$ cat config.mk
export PLATFORM = sky130hd
export DESIGN_NAME = bfe_front_flat
export DESIGN_NICKNAME = d
export VERILOG_FILES = /design/src/hdl/bfe_pkg.sv /design/src/hdl/bfe_in_if.sv /design/src/hdl/bfe_front.sv /design/src/flat_wrapper.sv
export SDC_FILE = /design/constraint.sdc
export NUM_CORES = 1
export LEC_CHECK = 0
export BUFFER_PORTS_ARGS = -buffer_cell sky130_fd_sc_hd__buf_2
export CORE_MARGIN = 2
export CORE_UTILIZATION = 52
export DETAILED_ROUTE_END_ITERATION = 10
export PLACE_DENSITY = 0.79
export SYNTH_ARGS = -nofsm -noshare
export SYNTH_HDL_FRONTEND = slang
export SYNTH_SLANG_ARGS = --single-unit
$ cat constraint.sdc
create_clock -name clk -period 5.05 [get_ports clk]
set_input_delay 0 -clock clk [delete_from_list [all_inputs] [get_ports clk]]
set_output_delay 0 -clock clk [all_outputs]
set_load 0.03 [all_outputs]
$ cat src/hdl/bfe_pkg.sv
// Shared types, codes and constants of the Bloom filter engine.
// Used by the channel interfaces and by every module of the engine.
package bfe_pkg;

  // Default sizes of the store and of the hash fan-out.
  localparam int unsigned BIT_CAPACITY_DEF = 65536;
  localparam int unsigned MAX_HASHES_DEF   = 16;

  // Field and register widths.
  localparam int unsigned OPC_W   = 2;
  localparam int unsigned HASH_W  = 64;
  localparam int unsigned CNT_W   = 32;
  localparam int unsigned BCNT_W  = 17;
  localparam int unsigned HCNT_W  = 5;
  localparam int unsigned CIDX_W  = 2;
  localparam int unsigned CDATA_W = 17;

  // Opcodes of an input item.
  localparam logic [OPC_W-1:0] OPC_ADD   = 2'd0;
  localparam logic [OPC_W-1:0] OPC_QUERY = 2'd1;
  localparam logic [OPC_W-1:0] OPC_CLEAR = 2'd2;

  // Configuration register indexes.
  localparam logic [CIDX_W-1:0] CFG_BIT_COUNT  = 2'd0;
  localparam logic [CIDX_W-1:0] CFG_HASH_COUNT = 2'd1;

  // Register reset values.
  localparam logic [BCNT_W-1:0] BIT_COUNT_RST  = 17'd65536;
  localparam logic [HCNT_W-1:0] HASH_COUNT_RST = 5'd3;

  // Mixing constants.
  localparam logic [HASH_W-1:0] MIX_SALT = 64'h0000_0000_9e37_79b9;
  localparam logic [31:0]       MIX_C1   = 32'h85eb_ca6b;
  localparam logic [31:0]       MIX_C2   = 32'hc2b2_ae35;
  localparam int unsigned       MIX_SH_A = 16;
  localparam int unsigned       MIX_SH_B = 13;

  // Remainder bits resolved per divider cycle.
  localparam int unsigned DIV_STEPS = 4;

  // Command class that the front end assigns to an item.
  typedef enum logic [1:0] {
    CMD_ADD,
    CMD_QUERY,
    CMD_CLEAR,
    CMD_NOP
  } cmd_t;

  // One entry of the queue between front and back.
  typedef struct packed {
    cmd_t              cmd;
    logic [HASH_W-1:0] base;
  } q_entry_t;

  // Active configuration handed to the back end.
  typedef struct packed {
    logic [BCNT_W-1:0] bit_count;
    logic [HCNT_W-1:0] hash_count;
  } cfg_t;

  // Status the back end reports to the front end.
  typedef struct packed {
    logic init_busy;
  } back_status_t;

  // Back end sequencer states.
  typedef enum logic [3:0] {
    ST_INIT_CLR,
    ST_IDLE,
    ST_PREP,
    ST_M1L,
    ST_M1H,
    ST_X13,
    ST_M2L,
    ST_M2H,
    ST_DLOAD,
    ST_DIV,
    ST_RD,
    ST_CHK,
    ST_SWEEP,
    ST_DONE
  } bstate_t;

endpackage

$ cat src/hdl/bfe_in_if.sv
// Input channel of the Bloom filter engine: opcode and base hash.
// Depends on bfe_pkg for field widths.
interface bfe_in_if;
  logic                        valid;
  logic                        ready;
  logic [bfe_pkg::OPC_W-1:0]   opcode;
  logic [bfe_pkg::HASH_W-1:0]  base_hash;

  modport source (output valid, output opcode, output base_hash, input ready);
  modport sink (input valid, input opcode, input base_hash, output ready);
endinterface

$ cat src/hdl/bfe_front.sv
// Front end: accepts input items, classifies the opcode and queues them.
// Depends on bfe_pkg and bfe_in_if.
module bfe_front (
  input  logic                    clk,
  input  logic                    rst_n,
  bfe_in_if.sink                  in_ch,
  input  bfe_pkg::back_status_t   status,
  output logic                    q_valid,
  input  logic                    q_ready,
  output bfe_pkg::q_entry_t       q_entry
);

  // Two-entry queue held in registers.
  bfe_pkg::q_entry_t q_mem_r [2];
  logic       wr_ptr_r, wr_ptr_nxt;
  logic       rd_ptr_r, rd_ptr_nxt;
  logic [1:0] fill_r, fill_nxt;
  logic       push, pop;
  bfe_pkg::cmd_t cmd_in;

  // Classify the opcode of the incoming item.
  always_comb begin
    unique case (in_ch.opcode)
      bfe_pkg::OPC_ADD:   cmd_in = bfe_pkg::CMD_ADD;
      bfe_pkg::OPC_QUERY: cmd_in = bfe_pkg::CMD_QUERY;
      bfe_pkg::OPC_CLEAR: cmd_in = bfe_pkg::CMD_CLEAR;
      default:            cmd_in = bfe_pkg::CMD_NOP;
    endcase
  end

  // No item is taken while the store is swept after reset.
  assign in_ch.ready = (fill_r != 2'd2) && !status.init_busy;
  assign push        = in_ch.valid && in_ch.ready;
  assign q_valid     = (fill_r != 2'd0);
  assign pop         = q_valid && q_ready;
  assign q_entry     = q_mem_r[rd_ptr_r];

  // Queue pointer and fill updates.
  always_comb begin
    wr_ptr_nxt = push ? !wr_ptr_r : wr_ptr_r;
    rd_ptr_nxt = pop ? !rd_ptr_r : rd_ptr_r;
    fill_nxt   = fill_r + {1'b0, push} - {1'b0, pop};
  end

  always_ff @(posedge clk) begin
    if (!rst_n) begin
      wr_ptr_r <= 1'b0;
      rd_ptr_r <= 1'b0;
      fill_r   <= 2'd0;
    end else begin
      wr_ptr_r <= wr_ptr_nxt;
      rd_ptr_r <= rd_ptr_nxt;
      fill_r   <= fill_nxt;
    end
  end

  // Queue payload.
  always_ff @(posedge clk) begin
    if (push) begin
      q_mem_r[wr_ptr_r] <= '{cmd: cmd_in, base: in_ch.base_hash};
    end
  end

endmodule

$ cat src/flat_wrapper.sv
// flat-port wrapper written by rule: the top's interface ports become plain ports
module bfe_front_flat 
  (clk, rst_n, status, q_valid, q_ready, q_entry, in_ch_valid, in_ch_opcode, in_ch_base_hash, in_ch_ready);
  bfe_in_if in_ch_i ();
  input  logic clk;
  input  logic rst_n;
  input  bfe_pkg::back_status_t status;
  output logic q_valid;
  input  logic q_ready;
  output bfe_pkg::q_entry_t q_entry;
  input wire logic [$bits(in_ch_i.valid)-1:0] in_ch_valid;
  input wire logic [$bits(in_ch_i.opcode)-1:0] in_ch_opcode;
  input wire logic [$bits(in_ch_i.base_hash)-1:0] in_ch_base_hash;
  output wire logic [$bits(in_ch_i.ready)-1:0] in_ch_ready;
  assign in_ch_i.valid = in_ch_valid;
  assign in_ch_i.opcode = in_ch_opcode;
  assign in_ch_i.base_hash = in_ch_base_hash;
  assign in_ch_ready = in_ch_i.ready;
  bfe_front u_core (.clk(clk), .rst_n(rst_n), .in_ch(in_ch_i), .status(status), .q_valid(q_valid), .q_ready(q_ready), .q_entry(q_entry));
endmodule
# Word level (Yosys, flattened, before mapping)
# Memory sizes are Yosys's and may differ from the RTL's. A register that Yosys moved wholly into a read port is not among the register bits.
# Cells that the tools add are included.
dict set report totals {
  n_memories 1
  out_inout_bits 68
  reg_bits 4
  input_bits 71
  ramBits 132
}
# name words width read_ports rd_clocked_by_memory_dff wr line_no
set memory_table {}
lappend memory_table {u_core.q_mem_r 2 66 1 1 1 bfe_front.sv:14} ;# bfe_pkg::q_entry_t q_mem_r [2];
dict set report classes {
  mux 5
  n_addsub 2
  reduce_logical 8
  eq_ne 3
}
# op count
set ops {}
lappend ops {{$pmux 2 s3} 1}
lappend ops {{$mux 1} 4}
lappend ops {{$logic_and 1x1->1} 3}
lappend ops {{$logic_not 1->1} 3}
lappend ops {{$add 2x1->2} 1}
lappend ops {{$eq 2x1->1 const B} 1}
lappend ops {{$eq 2x2->1 const B} 1}
lappend ops {{$logic_not 2->1} 1}
lappend ops {{$ne 2x2->1 const B} 1}
lappend ops {{$reduce_bool 2->1} 1}
lappend ops {{$sub 2x1->2} 1}

# Longest topological paths before layout
# Gate-level depths: netlist (run 1).
dict set report logic_depth {
  ltp_word 5
  depth_mapped 7
  depth_no_buf 7
}

# Worst setup path after synthesis (run 1)
# Ideal clock, no wire load.
dict set report synth_path {
  path_type {register -> register}
  startpoint {reg u_core.fill_r[1]}
  endpoint {mem u_core.q_mem_r[0][0] (netlist bit) (enable)}
  n_path_buf 0
  required_ns 4.552
  path_stages_with_launch 4
  synth_period_minus_slack_ns 4.171
  arrival_time_ns 3.673
  setup_slack_ns 0.879
  setup_ns 0.498
  path_cell_list {dfxtp_1 -> nor2b_2 -> nor3b_4 -> nor2b_1}
}
dict set report synth_via {
  elab_chain_len 5
}
# item line_no
set synth_lines {}
lappend synth_lines {{start: declaration} bfe_front.sv:17} ;# logic [1:0] fill_r, fill_nxt;
lappend synth_lines {{start signal: assignment} bfe_front.sv:53} ;# fill_r <= fill_nxt;
lappend synth_lines {{$ne 2x2->1} bfe_front.sv:32} ;# assign in_ch.ready = (fill_r != 2'd2) && !status.init_busy;
lappend synth_lines {{$logic_and 1x1->1} bfe_front.sv:32}
lappend synth_lines {{$logic_and 1x1->1} bfe_front.sv:33} ;# assign push = in_ch.valid && in_ch.ready;
lappend synth_lines {{$mux 1} bfe_front.sv:59} ;# if (push) begin
lappend synth_lines {{$mux 1 (implied by the code)} bfe_front.sv:60} ;# q_mem_r[wr_ptr_r] <= '{cmd: cmd_in, base: in_ch.base_hash};
lappend synth_lines {{end: declaration} bfe_front.sv:14}
# No other way between the ends.

# Final worst setup path (run 1)
dict set report layout_path {
  startpoint {reg u_core.fill_r[1]}
  endpoint {mem u_core.q_mem_r[0][46] (netlist bit) (enable)}
}
# Same word-level chain as after synthesis.

==> metrics.md, run 1 <==
| Metric | Value |
|---|---|
| Synthesized area per cell | `roughly 22 µm²` |
| Site Rows | `36` |
| Layout Nets | `about 530` |
| CTS resizes | `0` |
| CTS buffer count | `17` |
| Die X | `roughly 100 µm` |
| I/O pin count | `around 140` |
| Clock Tree Buf Depth | `2` |
| Die area | `10,800 µm²` |
| Hold Slack | `between 70 and 80 ps` |
| Detail Placement HPWL | `between 5000 and 6000 µm` |
| Post-Synthesis Cells | `235` |
| Worst Tran Pin Value | `about 1100 ps` |
| First-pass GRT wire length | `15,300 µm` |
| Final hold violation count | `0` |
| CP startpoint kind | `flop` |
| Sequential-to-total area share from yosys stat | `slightly below 80%` |
| Final antenna-violating net count | `0` |
| Vias per cell | `around 4.8` |
| Average wire per standard cell | `~16 µm` |
| CTS H-tree lvls | `4` |
| Pwr Total | `0.00372 W` |
| Gr ovfl total | `0` |
| Fmax | `0.418 GHz` |
| CP endpoint kind | `flop` |
| Number of global-route vias before repair | `3,123` |
| Residual DRC | `0` |
| Slew headroom | `27.8%` |
| Crit-path cells | `nor2b_2 -> nor3b_4 -> nor2b_4 -> buf_4` |
| Iteration-0 DRC count of the detailed router | `around 130` |
| Largest net degree at the start of global routing | `67` |
| Placed Area | `between 5000 and 6000 µm²` |
| DRT Pass-1 Iters | `4` |
| Cell at the slowest stage of the critical path | `buf_4` |
| GP Congestion | `between 0.6 and 0.7` |
| Max stage delay on crit path | `640 ps` |
| Syn nets | `about 310` |
| Synth unique cells | `22` |
| Hold path depth | `4` |
| Initial Util | `a little over half` |
| Max-Cap Viols | `0` |
| Yosys reg bits | `around 140` |
| Max Fanout on Critical Path | `45` |
| Cell Count, Final, Fillers Out | `600` |
| CTS tree | `built` |
| Synthesis warning total | `0` |
| Die Y | `a little over 100 µm` |
| Setup tns final | `0 ps` |
| Family with the most delay on the worst path | `simple AND/OR/NAND/NOR gates` |
| Vias | `between 2k and 3k` |
| Placed Cells | `498` |
| Diodes inserted | `0` |
| Buf/Inv on CP | `1` |
| # hold bufs at CTS | `70` |
| R2r worst-path depth | `4` |
| Peak VDD IR | `roughly 340 µV` |
| All-layer global routing usage | `a little under a fifth` |
| Clock Tree Root | `clkbuf_8` |
| RSZ-0062 raised after global routing | `false` |
| Final Cycle Share | `47.4%` |
| CTS sink cnt | `between 100 and 150` |
| Mapped Area | `slightly above 5000 µm²` |
| Power per cell area | `between 500 and 600 nW/µm²` |
| Pleak | `between 2 and 3 nW` |
| Arrival @ worst endpoint | `about 2500 ps` |
| Final instance area | `between 7000 and 8000 µm²` |
| Endpoints failing setup | `0` |
| Core area | `~10000 µm²` |
| DRT Wirelength | `roughly 9700 µm` |
| Skew final | `just over 9 ps` |
| Worst path depth | `4` |
| Status | `finished, final reports clean` |
| Synthesis-to-finish area growth | `42.4%` |
| Share of post-route cells with drive strength above 1 | `between 50% and 60%` |
| CTS clk-pin slew, worst paths | `approximately 60 ps` |
| Final min period | `roughly 2400 ps` |
| Skew-Pair Late Insertion Delay | `around 520 ps` |
| IO Port Bufs | `138` |
| Post-CTS setup buffer count | `0` |
| Worst Hold Class | `input pin to flop` |
| Critical Path RT | `between 5000 and 6000 ps` |
| Final Max Slew Viols | `0` |
| Initial antenna violation count | `0` |
| Crit Path Category | `flop to flop` |
[state kept, by name, summed over array words and instances (netlist names), named ones only]
register	flops
u_core.wr_ptr_r	1
u_core.rd_ptr_r	1
u_core.fill_r	2
u_core.q_mem_r	132
[synthesized netlist by cell type]
cell / n / area share [%]
mux2_2: 26 / 5.6
buf_2: 2 / 0.19
inv_1: 3 / 0.22
xor2_1: 1 / 0.17
or2_2: 1 / 0.12
nor2b_1: 1 / 0.12
nor2b_2: 1 / 0.17
nor2_1: 4 / 0.29
mux2_4: 40 / 12
dfxtp_1: 5 / 1.9
clkbuf_1: 2 / 0.14
edfxtp_1: 132 / 76
nor3_1: 1 / 0.096
buf_6: 5 / 1.1
mux2i_1: 1 / 0.19
o21a_1: 1 / 0.14
nand2b_1: 1 / 0.12
nor3b_4: 1 / 0.36
ha_1: 2 / 0.48
and2_1: 3 / 0.36
xnor2_1: 1 / 0.17
nand2_1: 1 / 0.072
[cell families (layout without fill, tap and decap cells)]
family / Yosys count / count (layout) / synth area share, %
AOI/OAI and AO/OA: 1 / 1 / 0.145
xor gates and xnor gates: 2 / 2 / 0.337
adders and majority gates: 2 / 2 / 0.482
buffers and inverters: 12 / 244 / 1.64
DFF: 137 / 137 / 78.3
muxes: 67 / 67 / 17.4
and+or+nand+nor: 14 / 14 / 1.71
[placed cells by master, fill, tap and decap left out]
master         count
clkinvlp_4         1
edfxtp_1         132
ha_1               2
buf_4              1
dlygate4sd3_1     70
xor2_1             1
nand2b_1           1
clkbuf_16         16
clkbuf_8           1
dfxtp_1            4
o21a_1             1
nor2_1             4
dfxtp_4            1
nor3_1             1
or2_2              1
buf_2            138
nor2b_2            1
mux2i_1            1
and2_4             1
xnor2_1            1
clkinv_1           2
bufinv_16          8
clkbuf_1           2
nor2b_4            1
mux2_4            40
nand2_1            1
and2_1             2
nor3b_4            1
inv_1              3
clkinv_4           2
mux2_2            26
[layer usage]
| layer | wire length [µm] | track usage, % | vias up |
|---|---|---|---|
| li1 | - | - | 1359 |
| met1 | 3910 | 21.2 | 1409 |
| met2 | 5030 | 33.4 | 129 |
| met3 | 646 | 7.27 | 11 |
| met4 | 127 | 5.69 | 0 |
| met5 | 0 | 0 | - |
[worst min-delay path, stage by stage]
cell,delay [ps]
buf_2,80
nor3b_4,220
ha_1,160
and2_1,110
[per-stage QoR]
step,setup slack (ps),utilization [%]
after floorplan,879,-
after global placement,2670,61.6
after detailed placement,2580,61.6
after CTS,2600,76.0
after global routing,2480,76.0
final,2660,76.0
[layout make-up]
cell class,instances,area (µm²)
clock buffer,19,422
clock inverter,13,273
tap,133,166
inverter,3,11.3
fill,582,2340
sequential,137,4070
multi-input combinational,86,1050
timing repair buffer,209,1400
[worst paths after layout]
| kind | from | end | slack, ps |
|---|---|---|---|
| setup / recovery | u_core.fill_r[1]$_SDFF_PN0_ | u_core.q_mem_r[0][46]$_DFFE_PP_ | 2660 |
| hold / removal | in_ch_valid | u_core.fill_r[0]$_SDFF_PN0_ | 80 |
| setup reg to reg | u_core.fill_r[1]$_SDFF_PN0_ | u_core.q_mem_r[0][46]$_DFFE_PP_ | 2660 |
| hold reg to reg | u_core.rd_ptr_r$_SDFFE_PN0P_ | u_core.rd_ptr_r$_SDFFE_PN0P_ | 530 |
[power breakdown]
| group | total (W) | internal (W) | switching [W] |
|---|---|---|---|
| Clock | 0.00143 | 0.000999 | 0.000436 |
| Combinational | 0.000831 | 0.000378 | 0.000454 |
| Sequential | 0.00145 | 0.00134 | 0.000110 |
| Total | 0.00372 | 0.00272 | 0.000999 |
(Power assumes the default switching activity.)
==> inputs of run 2 (changes only) <==
--- a/config.mk
+++ b/config.mk
@@ -7,9 +7,9 @@
 export LEC_CHECK = 0
 export BUFFER_PORTS_ARGS = -buffer_cell sky130_fd_sc_hd__buf_2
 export CORE_MARGIN = 2
-export CORE_UTILIZATION = 52
+export CORE_UTILIZATION = 47
 export DETAILED_ROUTE_END_ITERATION = 10
-export PLACE_DENSITY = 0.79
+export PLACE_DENSITY = 0.75
 export SYNTH_ARGS = -nofsm -noshare
 export SYNTH_HDL_FRONTEND = slang
 export SYNTH_SLANG_ARGS = --single-unit
==> constraint.sdc (replaced) <==
create_clock -name clk -period 2 [get_ports clk]
set_input_delay 0 -clock clk [delete_from_list [all_inputs] [get_ports clk]]
set_output_delay 0 -clock clk [all_outputs]
set_load 0.03 [all_outputs]
==> run 2 against run 1 <==
  * Hold slack improved by 31 ps
  * Register-to-register slack got worse by 2300 ps
  * Die area is 10% higher
  * Highest routed layer unchanged
  * Via count is 0.10% lower
  * Clock skew decreased by 3.4 ps
  * Design area rose by 0.76%
  * Global-route usage decreased by 1.6 points
  * First-iteration DRC count is 42% lower
  * Sequential power is 140% higher
  * Final cell count rose by 2.0%
  * Routed wire length rose by 0.64%
  * Core utilization decreased by 7.0 points
==> metrics.md, run 2 (synthesized netlist as in run 1, its figures left out) <==
| Metric | Value |
|---|---|
| Status | `finished, final reports clean` |
| Max-Cap Viols | `0` |
| Gr ovfl total | `0` |
| CTS tree | `built` |
| Peak VDD IR | `836 µV` |
| GP Congestion | `0.718` |
| Share of post-route cells with drive strength above 1 | `between 50% and 60%` |
| I/O pin count | `139` |
| Final antenna-violating net count | `0` |
| Vias | `2,905` |
| Combinational share of power | `between 20 and 30%` |
| Largest net degree at the start of global routing | `between 60 and 70` |
| Crit path to | `q_entry[24]` |
| Sw power | `0.00257 W` |
| Initial Util | `48.1%` |
| Max Fanout on Critical Path | `27` |
| Pwr Total | `~0.0091 W` |
| Core area | `between 10,000 and 15,000 µm²` |
| Biggest register | `u_core.q_mem_r` |
| # hold bufs at CTS | `70` |
| R2r worst-path depth | `4` |
| Placed Cells | `509` |
| Slew headroom | `between 70% and 80%` |
| Internal power | `between 0.006 and 0.007 W` |
| CTS buffer count | `17` |
| All-layer global routing usage | `17.3%` |
| Fmax | `around 0.53 GHz` |
| CTS H-tree lvls | `4` |
| Critical Path RT | `roughly 2000 ps` |
| Crit Path Category | `flop to output pin` |
| DRT Pass-1 Iters | `4` |
| Clock Tree Buf Depth | `2` |
| Cell Count, Final, Fillers Out | `around 610` |
| Synthesis-to-finish area growth | `43.5%` |
| Worst Tran Pin Value | `between 300 and 400 ps` |
| Fraction of power spent switching nets | `between 20% and 30%` |
| Reg-to-Reg End | `u_core.q_mem_r[0][1]$_DFFE_PP_` |
| FF-to-FF setup slack | `350 ps` |
| Residual DRC | `0` |
| Worst Hold Class | `input pin to flop` |
| Endpoints failing setup | `0` |
| RSZ-0062 raised after global routing | `false` |
| Initial antenna violation count | `1` |
| Number of global-route vias before repair | `3,149` |
| Clock Tree Root | `clkbuf_8` |
| Final Cycle Share | `a little over nine tenths` |
| Final min period | `1880 ps` |
| R2R Path Start | `u_core.fill_r[0]$_SDFF_PN0_` |
| DRT Wirelength | `9780 µm` |
| IO Port Bufs | `between 100 and 150` |
| CTS clk-pin slew, worst paths | `roughly 60 ps` |
| Skew-Pair Late Insertion Delay | `~500 ps` |
| Most common cell after layout, fill and taps aside | `buf_2` |
| Final Max Slew Viols | `0` |
| Detail Placement HPWL | `~5600 µm` |
| Vias per cell | `4.75` |
| Iteration-0 DRC count of the detailed router | `74` |
| Biggest regs | `u_core.q_mem_r (132), u_core.fill_r (2)` |
| Die area | `11,900 µm²` |
| Power per cell area | `~1200 nW/µm²` |
| Clock power share | `a little over a third` |
| CP endpoint kind | `output pin` |
| Die Y | `109 µm` |
| CP startpoint kind | `flop` |
| First-pass GRT wire length | `14,900 µm` |
| Part of the power in registers | `roughly 39%` |
| Skew final | `roughly 6.0 ps` |
| Layout Nets | `approximately 530` |
| Post-CTS setup buffer count | `0` |
| Final hold violation count | `0` |
| CTS resizes | `0` |
| CTS sink cnt | `~140` |
| Most frequent cells in the layout | `138 x buf_2, 132 x edfxtp_1, 70 x dlygate4sd3_1` |
| Die X | `~110 µm` |
| Site Rows | `38` |
| Largest register FFs | `between 100 and 150` |
| Arrival @ worst endpoint | `~1900 ps` |
| Average wire per standard cell | `16.0 µm` |
| Pleak | `around 2.9 nW` |
## run 2: final cells by class
class	instances	area (µm²)
diodes	1	2.50
clock buffers	17	414
clock inverters	15	226
fillers	690	3350
inverters	3	11.3
multi-input cells	86	1060
flip-flops and latches	137	4070
well taps	140	175
repair buffers	213	1490
## run 2: per-stage QoR
step	cell area (µm²)	util [%]	worst slack (ps)	setup TNS (ps)	hold slack [ps]
floorplan	5210	-	-175	-11790	98.9
global placement	6100	56.6	375	0	187
detailed placement	6100	56.6	302	0	191
CTS	7440	69.0	61.1	0	89.5
global route	7450	69.0	6.57	0	142
finish	7450	69.0	123	0	107
## run 2: critical path, cell delays in order (launching register included)
cell	delay, ps
dfxtp_4	550
buf_12	270
mux2_2	360
buf_2	180
## run 2: worst min path at each step
| stage | cells past startpoint | startpoint | to |
|---|---|---|---|
| after floorplan | 0 | in_ch_base_hash[0] | u_core.q_mem_r[0][0]$_DFFE_PP_ |
| after global placement | 1 | in_ch_base_hash[5] | u_core.q_mem_r[0][5]$_DFFE_PP_ |
| after detailed placement | 1 | in_ch_base_hash[16] | u_core.q_mem_r[1][16]$_DFFE_PP_ |
| after CTS | 4 | in_ch_valid | u_core.fill_r[0]$_SDFF_PN0_ |
| after global routing | 4 | in_ch_valid | u_core.fill_r[0]$_SDFF_PN0_ |
| final | 4 | in_ch_valid | u_core.fill_r[0]$_SDFF_PN0_ |
## run 2: per-layer routing
| layer | vias to the layer above | GRT usage [%] | part of all wire (%) | routed length [µm] |
|---|---|---|---|---|
| met5 | - | 0 | 0 | 0 |
| met1 | 1409 | 17.8 | 38 | 3670 |
| li1 | 1366 | - | - | - |
| met2 | 114 | 31.3 | 53 | 5200 |
| met4 | 0 | 6.14 | 1.7 | 162 |
| met3 | 16 | 7.17 | 7.6 | 743 |
## run 2: power groups by stage
| stage | Clock, W | Combinational, W | Sequential (W) |
|---|---|---|---|
| 2_1_floorplan | 0 | 0.00175 | 0.00349 |
| 3_3_place_gp | 0 | 0.00220 | 0.00356 |
| 3_5_place_dp | 0 | 0.00222 | 0.00357 |
| 4_1_cts | 0.00337 | 0.00233 | 0.00351 |
| 5_1_grt | 0.00351 | 0.00245 | 0.00353 |
| 6_report | 0.00329 | 0.00232 | 0.00351 |
==> inputs of run 3 (changes only) <==
--- a/config.mk
+++ b/config.mk
@@ -6,7 +6,7 @@
 export NUM_CORES = 1
 export LEC_CHECK = 0
 export BUFFER_PORTS_ARGS = -buffer_cell sky130_fd_sc_hd__buf_2
-export CORE_MARGIN = 2
+export CORE_MARGIN = 4
 export CORE_UTILIZATION = 47
 export DETAILED_ROUTE_END_ITERATION = 10
 export PLACE_DENSITY = 0.75
==> constraint.sdc (replaced) <==
create_clock -name clk -period 2 [get_ports clk]
set_input_delay 0 -clock clk [delete_from_list [all_inputs] [get_ports clk]]
set_output_delay 0 -clock clk [all_outputs]
set_load 0.05 [all_outputs]
==> run 3 against run 2 <==
  * Flip-flop and latch count unchanged
  * Clock power down 2%
  * Routed wire length up 0.60%
  * Largest cell class unchanged
  * Setup slack better by 61 ps
  * Global-route usage down 1.3 points
  * Maximum frequency up 3.3%
  * Sequential power about the same
  * Design area up 0.99%
==> metrics.md, run 3 (synthesized netlist as in run 1, its figures left out) <==
| Metric | Value |
|---|---|
| PnR worst setup slack | `184 ps` |
| First-pass GRT wire length | `between 15,000 and 20,000 µm` |
| Diodes inserted | `0` |
| CTS sink cnt | `approximately 140` |
| Cell Count, Final, Fillers Out | `around 620` |
| Largest register FFs | `~130` |
| Pre-CTS setup slack | `approximately 380 ps` |
| CTS tree | `built` |
| Hold path depth | `4` |
| Slew headroom | `81.2%` |
| Max stage delay on crit path | `460 ps` |
| R2R Path Start | `u_core.fill_r[0]$_SDFF_PN0_` |
| Finished Core Util | `between 60% and 70%` |
| Clock Tree Buf Depth | `2` |
| Clock Tree Root | `clkbuf_8` |
| Max-Cap Viols | `0` |
| I/O pin count | `roughly 140` |
| GR met3 Demand/Resource | `just under 5%` |
| Max Fanout on Critical Path | `25` |
| RSZ-0062 raised after global routing | `false` |
| Final min period | `roughly 1800 ps` |
| Final Cycle Share | `between 90 and 100%` |
| Worst Hold Class | `input pin to flop` |
| Die X | `between 100 and 150 µm` |
| Crit-path cells | `buf_12 -> mux2_2 -> buf_2` |
| Most frequent cells in the layout | `138 x buf_2, 132 x edfxtp_1, 70 x dlygate4sd3_1` |
| Gr ovfl total | `0` |
| Synthesis-to-finish area growth | `44.9%` |
| GP Congestion | `between 0.7 and 0.8` |
| Critical Path RT | `roughly 2000 ps` |
| Placed Cells | `510` |
| CTS H-tree lvls | `4` |
| Met1 Use GR | `20.1%` |
| Vias | `2,929` |
| Pleak | `about 3 nW` |
| Average wire per standard cell | `between 15 and 20 µm` |
| R2r worst-path depth | `7` |
| Die Y | `approximately 110 µm` |
| CTS clk-pin slew, worst paths | `60 ps` |
| Number of global-route vias before repair | `roughly 3.0k` |
| Skew-Pair Late Insertion Delay | `~500 ps` |
| Detail Placement HPWL | `6120 µm` |
| CP endpoint kind | `output pin` |
| Cell at the slowest stage of the critical path | `dfxtp_4` |
| IO Port Bufs | `~140` |
| Share of post-route cells with drive strength above 1 | `between 50% and 60%` |
| Largest net degree at the start of global routing | `34` |
| Arrival @ worst endpoint | `1820 ps` |
| Initial Util | `47.9%` |
| Final Max Slew Viols | `0` |
| Final hold violation count | `0` |
| Die area | `roughly 13,000 µm²` |
| Biggest register | `u_core.q_mem_r` |
| Worst Tran Pin Value | `between 200 and 300 ps` |
| Layout Nets | `approximately 540` |
| Iteration-0 DRC count of the detailed router | `approximately 110` |
| All-layer global routing usage | `between 10% and 20%` |
| Power per cell area | `approximately 1300 nW/µm²` |
| CTS buffer count | `17` |
| Skew final | `a little under 6 ps` |
| Met2 GRT Util | `around a quarter` |
| Initial antenna violation count | `0` |
| Site Rows | `38` |
| Fmax | `roughly 0.55 GHz` |
| DRT Wirelength | `~9800 µm` |
| Final antenna-violating net count | `0` |
| Status | `finished, final reports clean` |
| Vias per cell | `between 4 and 5` |
| Most common cell after layout, fill and taps aside | `buf_2` |
| Core area | `approximately 11,000 µm²` |
| Residual DRC | `0` |
| Peak VDD IR | `a little under 1000 µV` |
| DRT Pass-1 Iters | `4` |
| HP Start | `in_ch_valid` |
| Biggest regs | `u_core.q_mem_r (132), u_core.fill_r (2)` |
| CP startpoint kind | `flop` |
| Crit Path Category | `flop to output pin` |
| Endpoints failing setup | `0` |
| Setup tns final | `0 ps` |
| CTS resizes | `0` |
| Global route hottest layer | `met2` |
==> run 3: path summary, 6_finish.rpt <==
kind / slack, ps / to
max: 180 / q_entry[1]
min: 110 / u_core.fill_r[0]$_SDFF_PN0_
max reg2reg: 390 / u_core.fill_r[1]$_SDFF_PN0_
min reg2reg: 510 / flop
==> run 3: stage by stage <==
step	cell area [µm²]	power, W	hold WS (ps)
3_3_place_gp	6120	0.00630	189
4_1_cts	7450	0.00969	94.8
5_1_grt	7520	0.0101	174
2_1_floorplan	5210	0.00578	98.9
6_report	7520	0.00969	110
3_5_place_dp	6120	0.00635	192
==> run 3: repair_timing <==
action,in CTS,in global routing
setup endpoints to repair,0,4
hold endpoints to repair,137,0
hold buffers,70,0
setup buffers,0,10
==> run 3: cell type report <==
class,count,area (µm²)
inverters,3,11.3
multi-input cells,86,1060
flip-flops and latches,137,4070
repair buffers,224,1590
well taps,140,175
clock inverters,14,204
clock buffers,18,418
fillers,707,3320
==> run 3: report_power, final <==
part | internal (W) | switching, W | total, W | leakage [nW]
clock network | 0.00213 | 0.00108 | 0.00321 | 0.306
registers | 0.00338 | 0.0000977 | 0.00348 | 1.25
logic | 0.00110 | 0.00190 | 0.00300 | 1.41
==> run 3: routing by layer <==
metal,part of all wire (%),wire length (µm)
met2,51,5040
met5,0,0
met3,6.2,612
met4,1.0,102
met1,41,4080
==> run 3: critical path: cells and delay by family (launching register included) <==
family	cells	cell delay (ps)
buffers and inverters	2	460
muxes	1	380
DFF	1	460
